===== src/rtl/wis_pkg.sv =====
// ----------------------------------------------------------------------------
// wis_pkg
// Shared types and constants for the weighted index selector.
// ----------------------------------------------------------------------------
package wis_pkg;

  // Fewest entries a query needs.
  localparam int unsigned MinEntries = 2;

  typedef enum logic [1:0] {
    FUNC_CLEAR  = 2'd0,
    FUNC_APPEND = 2'd1,
    FUNC_QUERY  = 2'd2
  } wis_func_e;

  typedef enum logic [1:0] {
    ST_OK   = 2'd0,
    ST_FEW  = 2'd1,
    ST_FULL = 2'd2,
    ST_OVF  = 2'd3
  } wis_status_e;

  typedef enum logic [1:0] {
    SRCH_IDLE,
    SRCH_PROBE,
    SRCH_FINAL
  } wis_srch_state_e;

  typedef struct packed {
    wis_func_e   func;
    logic [15:0] weight;
    logic [31:0] target;
  } wis_in_t;

  typedef struct packed {
    logic [7:0]  index;
    logic [31:0] total;
    logic [8:0]  entries;
    wis_status_e status;
  } wis_out_t;

endpackage


===== src/rtl/wis_search.sv =====
// ----------------------------------------------------------------------------
// wis_search
// Binary search over the cumulative table, one probe per cycle.
// ----------------------------------------------------------------------------
module wis_search #(
  parameter int unsigned TABLE_ENTRIES = 256,
  parameter int unsigned SUM_WIDTH     = 32
) (
  input  logic                             clk_i,
  input  logic                             rst_ni,
  input  logic                             go_i,
  input  logic [$clog2(TABLE_ENTRIES)-1:0] last_i,
  input  logic [31:0]                      target_i,
  input  logic [SUM_WIDTH-1:0]             rdata_i,
  output logic                             rd_en_o,
  output logic [$clog2(TABLE_ENTRIES)-1:0] rd_addr_o,
  output logic                             busy_o,
  output logic                             done_o,
  output logic [$clog2(TABLE_ENTRIES)-1:0] index_o
);

  import wis_pkg::*;

  localparam int unsigned AW = $clog2(TABLE_ENTRIES);
  localparam int unsigned CW = (SUM_WIDTH > 32) ? SUM_WIDTH : 32;

  wis_srch_state_e state_q, state_d;
  logic [AW-1:0]   lo_q, lo_d, hi_q, hi_d, mid_q, mid_d;
  logic [31:0]     tgt_q, tgt_d;

  logic [CW-1:0]   ent_x, tgt_x;
  logic            lt;
  logic [AW-1:0]   lo_n, hi_n, span, mid_n;
  logic            more;

  assign ent_x = CW'(rdata_i);
  assign tgt_x = CW'(tgt_q);
  assign lt    = ent_x < tgt_x;

  // Narrow the pair from the probe that just came back.
  assign lo_n  = lt ? mid_q : lo_q;
  assign hi_n  = lt ? hi_q : mid_q;
  assign span  = hi_n - lo_n;
  assign mid_n = lo_n + (span >> 1);
  assign more  = ({1'b0, lo_n} + {{AW{1'b0}}, 1'b1}) < {1'b0, hi_n};

  always_ff @(posedge clk_i or negedge rst_ni) begin
    if (!rst_ni) begin
      state_q <= SRCH_IDLE;
    end else begin
      state_q <= state_d;
    end
  end

  always_ff @(posedge clk_i) begin
    lo_q  <= lo_d;
    hi_q  <= hi_d;
    mid_q <= mid_d;
    tgt_q <= tgt_d;
  end

  always_comb begin
    state_d   = state_q;
    lo_d      = lo_q;
    hi_d      = hi_q;
    mid_d     = mid_q;
    tgt_d     = tgt_q;
    rd_en_o   = 1'b0;
    rd_addr_o = lo_q;
    done_o    = 1'b0;
    index_o   = lo_q;
    unique case (state_q)
      SRCH_IDLE: begin
        if (go_i) begin
          tgt_d   = target_i;
          lo_d    = '0;
          hi_d    = last_i;
          rd_en_o = 1'b1;
          if (last_i > AW'(1)) begin
            mid_d     = last_i >> 1;
            rd_addr_o = last_i >> 1;
            state_d   = SRCH_PROBE;
          end else begin
            rd_addr_o = '0;
            state_d   = SRCH_FINAL;
          end
        end
      end
      SRCH_PROBE: begin
        lo_d    = lo_n;
        hi_d    = hi_n;
        rd_en_o = 1'b1;
        if (more) begin
          mid_d     = mid_n;
          rd_addr_o = mid_n;
        end else begin
          rd_addr_o = lo_n;
          state_d   = SRCH_FINAL;
        end
      end
      SRCH_FINAL: begin
        // rdata holds entry lo
        done_o  = 1'b1;
        index_o = (tgt_x <= ent_x) ? lo_q : hi_q;
        state_d = SRCH_IDLE;
      end
      default: begin
        state_d = SRCH_IDLE;
      end
    endcase
  end

  assign busy_o = (state_q != SRCH_IDLE);

endmodule

===== config.mk =====
export PLATFORM = sky130hd
export DESIGN_NAME = wis_search
export DESIGN_NICKNAME = d
export VERILOG_FILES = /design/src/rtl/wis_pkg.sv /design/src/rtl/wis_search.sv
export SDC_FILE = /design/constraint.sdc
export NUM_CORES = 1
export LEC_CHECK = 0
export ABC_AREA = 1
export BUFFER_PORTS_ARGS = -buffer_cell sky130_fd_sc_hd__clkbuf_2
export CAP_MARGIN = 20
export CORE_MARGIN = 4
export CORE_UTILIZATION = 56
export DETAILED_ROUTE_END_ITERATION = 16
export GPL_TIMING_DRIVEN = 0
export PLACE_DENSITY = 0.82
export REMOVE_ABC_BUFFERS = 1
export SKIP_CTS_REPAIR_TIMING = 1
export SLEW_MARGIN = 10
export SYNTH_ARGS = -nofsm -noshare
export SYNTH_HDL_FRONTEND = slang
export SYNTH_SLANG_ARGS = --single-unit
export TNS_END_PERCENT = 10

===== constraint.sdc =====
create_clock -name clk_i -period 8.64 [get_ports clk_i]
set_input_delay 1.728 -clock clk_i [delete_from_list [all_inputs] [get_ports clk_i]]
set_output_delay 1.728 -clock clk_i [all_outputs]
set_load 0.1 [all_outputs]

==> flow_metrics.py, run 1 <==
metrics = {
    "outcome": {
        "status": "finished, final reports clean",
    },
    "route": {
        "firstDrtPassIters": 5,
        "wl_per_cell_um": 15.4,
        "via_per_inst": 5.54,
        "vias": 4111,
        "antenna_left": 0,
        "drc": 0,
        "wirelength_um": 11400,
        "drt_iter0_markers": 386,
    },
    "global_route": {
        "grt_pass1_vias": 4201,
        "antenna_found_initial": 0,
        "grt_max_degree": 41,
        "met3_usage_pct": 5.10,
        "grt_usage_pct": 24.6,
        "grt_util_met1_pct": 30.1,
        "grt_overflow_total": 0,
        "grt_pass1_wl_um": 19000,
        "use_met2_pct": 42.2,
        "grt_busiest_layer": "met2",
    },
    "setup_path": {
        "cp_data_arrival_time_ps": 6440,
        "critPathKind": "primary input to primary output",
        "slowest_delay_ps": 390,
        "worst-path-buf-inv": 7,
        "start_kind": "primary input",
        "required_ps": 6910,
        "worstPathMaxFanout": 24,
        "cp_slowest_cell": "ha_1",
        "cpMostUsedCell": "nand2_1",
        "cp_top_family": "simple AND/OR/NAND/NOR gates",
        "cp-end-kind": "primary output",
    },
    "floorplanning": {
        "rows": 32,
        "core_region_area_um2": 7730,
        "die_w_um": 97.2,
        "ios": 94,
        "start_util_pct": 57.7,
        "die-area_um2": 9450,
        "die_h_um": 97.2,
    },
    "cts": {
        "path_clk_slew_ps": 70,
        "root_buffer": "clkbuf_8",
        "cts_made_buffers": 9,
        "clk_latency_ps": 350,
        "numClockSinks": 58,
        "htree_levels": 3,
        "clock_path_buffers": 2,
        "cts_tree": "yes",
    },
    "synth": {
        "synth.avg_cell_area_um2": 8.27,
        "synthTopCellsByArea": "edfxtp_1 38%, ha_1 15%, nand2_1 10%",
        "mappedNetlistArea_um2": 4460,
        "synth.top_cell.area_share_pct": 37.7,
        "ys_seq_area_share_pct": 38.8,
        "synthDistinctLibCells": 41,
        "yosysTopAreaCell": "edfxtp_1",
        "ys_ff_latch": 58,
        "synthCells": 539,
        "ys_warn_count": 0,
    },
    "timing": {
        "relSlewSlack_pct": 37.9,
        "setup_violations": 0,
        "skew_ps": 5.53,
        "rsz0062_at_grt": "no",
        "setup_tns_ps": 0,
        "slew_viol_final": 0,
        "finalHoldViolations": 0,
        "tightest_slew_ps": 931,
        "layout_min_cycle_time_ps": 8170,
        "timing.final.crit_share_pct": 94.5,
        "fmax_ghz": 0.122,
    },
    "finish": {
        "antennaDiodeCount": 0,
        "area_growth_pct": 17.5,
        "drive_gt1_share_pct": 20.9,
        "final_nets": 764,
        "multi_input_area_um2": 2310,
        "nFillCells": 606,
        "final-seq-area_um2": 1730,
    },
    "placed_design": {
        "place_hpwl_um": 8940,
        "port-buffer-count": 93,
        "gp_congestion": 0.956,
    },
    "flow_run": {
        "maxCapViolCount": 0,
    },
    "worst_hold_path": {
        "hold_path_class": "flip-flop to flip-flop",
    },
}
==> per-layer routing <==
layer / part of all wire (%) / routed length [µm] / vias to the layer above
li1: - / - / 1988
met1: 39 / 4470 / 1872
met2: 48 / 5520 / 217
met3: 9.3 / 1060 / 34
met4: 3.3 / 382 / 0
met5: 0 / 0 / -
==> kinds of logic after synthesis <==
kind of cell | synth area share (%)
AND/OR/NAND/NOR | 21.2
buffers and inverters | 9.62
XOR/XNOR | 2.55
adder cells (fa/ha/maj) | 15.3
AO/OA/AOI/OAI | 12.5
flip-flops | 38.8
==> tightest hold or removal path, stage by stage (launching register included) <==
cell     delay, ps
dfrtp_1        400
inv_1           90
a21oi_1         60
nand2_1         60
inv_1           40
==> final timing paths <==
kind	slack, ps	to	cells past startpoint	startpoint
max	470	rd_addr_o[7]	30	rdata_i[31]
min	680	state_q[1]	4	state_q[0]
max reg2reg	3770	mid_q[7]	26	tgt_q[31]
min reg2reg	680	state_q[1]	4	state_q[0]
max in group asynchronous	7390	state_q[1]	1	rst_ni
min in group asynchronous	1150	state_q[0]	1	rst_ni
==> area by class of cell <==
type,count,share of cell area (%)
Multi-Input combinational cell,372,44.1
Sequential cell,58,33.1
Timing Repair Buffer,93,8.98
Inverter,101,7.31
Tap cell,102,2.44
Clock buffer,9,2.37
Clock inverter,7,1.79
==> layout by cell type (no fill, tap or decap), drive strengths merged, types with 7 or more instances in the layout <==
master / n
nand2: 135
clkbuf: 101
inv: 100
edfxtp: 56
ha: 53
o21ai: 44
nor2: 38
nand3: 31
a21oi: 26
xnor2: 7
==> per-stage QoR <==
step | utilization (%) | area, µm² | hold WS (ps) | cells | setup WS (ps)
final | 67.8 | 5240 | 678 | 742 | 473
after global routing | 67.8 | 5240 | 726 | 742 | 33.7
after CTS | 67.6 | 5220 | 675 | 742 | 145
after detailed placement | 64.8 | 5000 | 663 | 726 | 172
after global placement | 64.7 | 5000 | 645 | 726 | 318
after floorplan | - | 4410 | 612 | 531 | 546
==> cells in the mapped netlist, drive strengths merged <==
library cell and count:
a211oi 2, a21o 3, a21oi 26, a221oi 6, a22oi 2, a31oi 2
buf 3, clkbuf 5, clkinv 1, dfrtp 2, edfxtp 56, fa 1
ha 53, inv 100, nand2 135, nand3 31, nand4 4, nor2 38
nor3 4, nor4 2, o211ai 1, o21a 3, o21ai 44, o22ai 2
xnor2 7, xor2 6
==> flip-flops by register name, indices dropped and copies added (netlist names) <==
name and count:
hi_q 8, lo_q 8, mid_q 8, state_q 2, tgt_q 32
Power of run 1 is left out: the tool's default activity adds up to more than one toggle a clock period on the data nets, which glitch-free logic cannot reach.
==> run 2: changes to the inputs <==
==> constraint.sdc (replaced) <==
create_clock -name clk_i -period 8.64 [get_ports clk_i]
set_input_delay 2.16 -clock clk_i [delete_from_list [all_inputs] [get_ports clk_i]]
set_output_delay 2.16 -clock clk_i [all_outputs]
set_load 0.1 [all_outputs]
==> run 2 against run 1 <==
  * Non-clock buffer count up 17
  * Worst hold slack better by 2.0 ps
  * Cell area up 8.1%
  * Clock skew about the same
  * Cell count up 2.6%
  * First-iteration DRC count up 20%
  * Count of clock-buffer cells in the layout unchanged
  * Via count up 4.3%
  * Die area unchanged
  * Wire length up 10%
  * Sequential share of layout area down 2.5 points
  * Register-to-register slack better by 330 ps
==> flow_metrics.py, run 2 (synthesis gave the netlist of run 1 again) <==
metrics = {
    "finish": {
        "utilization_pct": 73.3,
        "nFillCells": 525,
        "antennaDiodeCount": 0,
        "final_common_cell": "nand2_1",
        "final_nets": 783,
        "final-seq-area_um2": 1730,
        "drive_gt1_share_pct": 29.9,
        "area_growth_pct": 27.0,
        "final_cell_mix": "113 x nand2_1, 92 x inv_1, 86 x clkbuf_2",
        "fin_area_um2": 5660,
        "top_register": "tgt_q",
        "multi_input_area_um2": 2560,
        "largest_reg_flops": 32,
    },
    "timing": {
        "finalHoldViolations": 0,
        "rsz0062_at_grt": "yes",
        "fmax_ghz": 0.116,
        "worst_slack_ps": 39.2,
        "layout_min_cycle_time_ps": 8600,
        "relSlewSlack_pct": 38.7,
        "setup_violations": 0,
        "skew_ps": 5.49,
        "timing.final.crit_share_pct": 99.5,
        "tightest_slew_ps": 919,
        "slew_viol_final": 0,
    },
    "floorplanning": {
        "die_h_um": 97.2,
        "rows": 32,
        "start_util_pct": 57.7,
        "die-area_um2": 9450,
        "core_region_area_um2": 7730,
        "die_w_um": 97.2,
        "ios": 94,
    },
    "route": {
        "vias": 4286,
        "via_per_inst": 5.63,
        "antenna_left": 0,
        "wirelength_um": 12600,
        "wl_per_cell_um": 16.5,
        "drc": 0,
        "drt_iter0_markers": 462,
        "firstDrtPassIters": 5,
    },
    "placed_design": {
        "gp_congestion": 0.956,
        "dpl_cell_area_um2": 5000,
        "place_worst_setup_slack_ps": -692,
        "port-buffer-count": 93,
        "place_hpwl_um": 8940,
    },
    "setup_path": {
        "critPathKind": "primary input to primary output",
        "worstPathMaxFanout": 6,
        "start_kind": "primary input",
        "timing.rr.start": "tgt_q[25]",
        "slowest_delay_ps": 360,
        "cp_data_arrival_time_ps": 6440,
        "cpMostUsedCell": "nand2_1",
        "required_ps": 6480,
        "cp-end-kind": "primary output",
        "r2r_cells": 25,
        "cp_slowest_cell": "ha_1",
        "startpoint": "rdata_i[25]",
    },
    "global_route": {
        "grt_pass1_vias": 4201,
        "grt_pass1_wl_um": 19000,
        "grt_max_degree": 41,
        "grt_overflow_total": 0,
        "grt_usage_pct": 24.6,
        "antenna_found_initial": 0,
    },
    "worst_hold_path": {
        "hold_path_class": "flip-flop to flip-flop",
        "holdPathStages": 4,
        "holdCritStartpoint": "state_q[0]",
    },
    "cts": {
        "clock_path_buffers": 2,
        "htree_levels": 3,
        "cts_made_buffers": 9,
        "numClockSinks": 58,
        "clk_latency_ps": 350,
        "path_clk_slew_ps": 70,
        "cts_tree": "yes",
        "root_buffer": "clkbuf_8",
    },
    "outcome": {
        "status": "finished, final reports clean",
    },
    "flow_run": {
        "maxCapViolCount": 0,
    },
}
==> run 2: final cells by class <==
type	count	area share [%]
clock buffers	9	2.19
flip-flops and latches	58	30.6
inverters	101	6.85
clock inverters	7	1.66
well taps	102	2.25
repair buffers	110	11.3
multi-input cells	374	45.2
==> run 2: metal layers <==
layer	part of all wire, %	global-route usage, %	up-vias	wire length (µm)
met5	0	0	-	0
li1	-	-	2031	-
met1	38	30.1	1979	4760
met2	49	42.2	225	6220
met3	8.7	5.10	51	1100
met4	4.0	10.6	0	506
==> run 2: worst max-delay path, delay by kind of cell <==
| kind | cells | cell delay, ps |
|---|---|---|
| AOI/OAI and AO/OA | 4 | 710 |
| adders and majority gates | 3 | 960 |
| and+or+nand+nor | 15 | 1650 |
| buffers and inverters | 7 | 770 |
| xor gates and xnor gates | 1 | 170 |
==> run 2: final timing paths <==
kind / slack (ps) / end
setup / recovery: 40 / rd_addr_o[6]
hold / removal: 680 / state_q[1]
setup reg to reg: 4100 / mid_q[0]
hold reg to reg: 680 / state_q[1]
max in group asynchronous: 6950 / state_q[1]
min in group asynchronous: 1590 / state_q[0]
==> run 2: through the flow <==
| stage | hold WS, ps | instances | setup TNS, ps |
|---|---|---|---|
| 6_report | 680 | 761 | 0 |
| 5_1_grt | 726 | 761 | -708 |
| 4_1_cts | 675 | 742 | -2900 |
| 3_5_place_dp | 663 | 726 | -2820 |
| 3_3_place_gp | 645 | 726 | -1770 |
| 2_1_floorplan | 612 | 531 | -692 |
Power of run 2 is left out for the same reason.
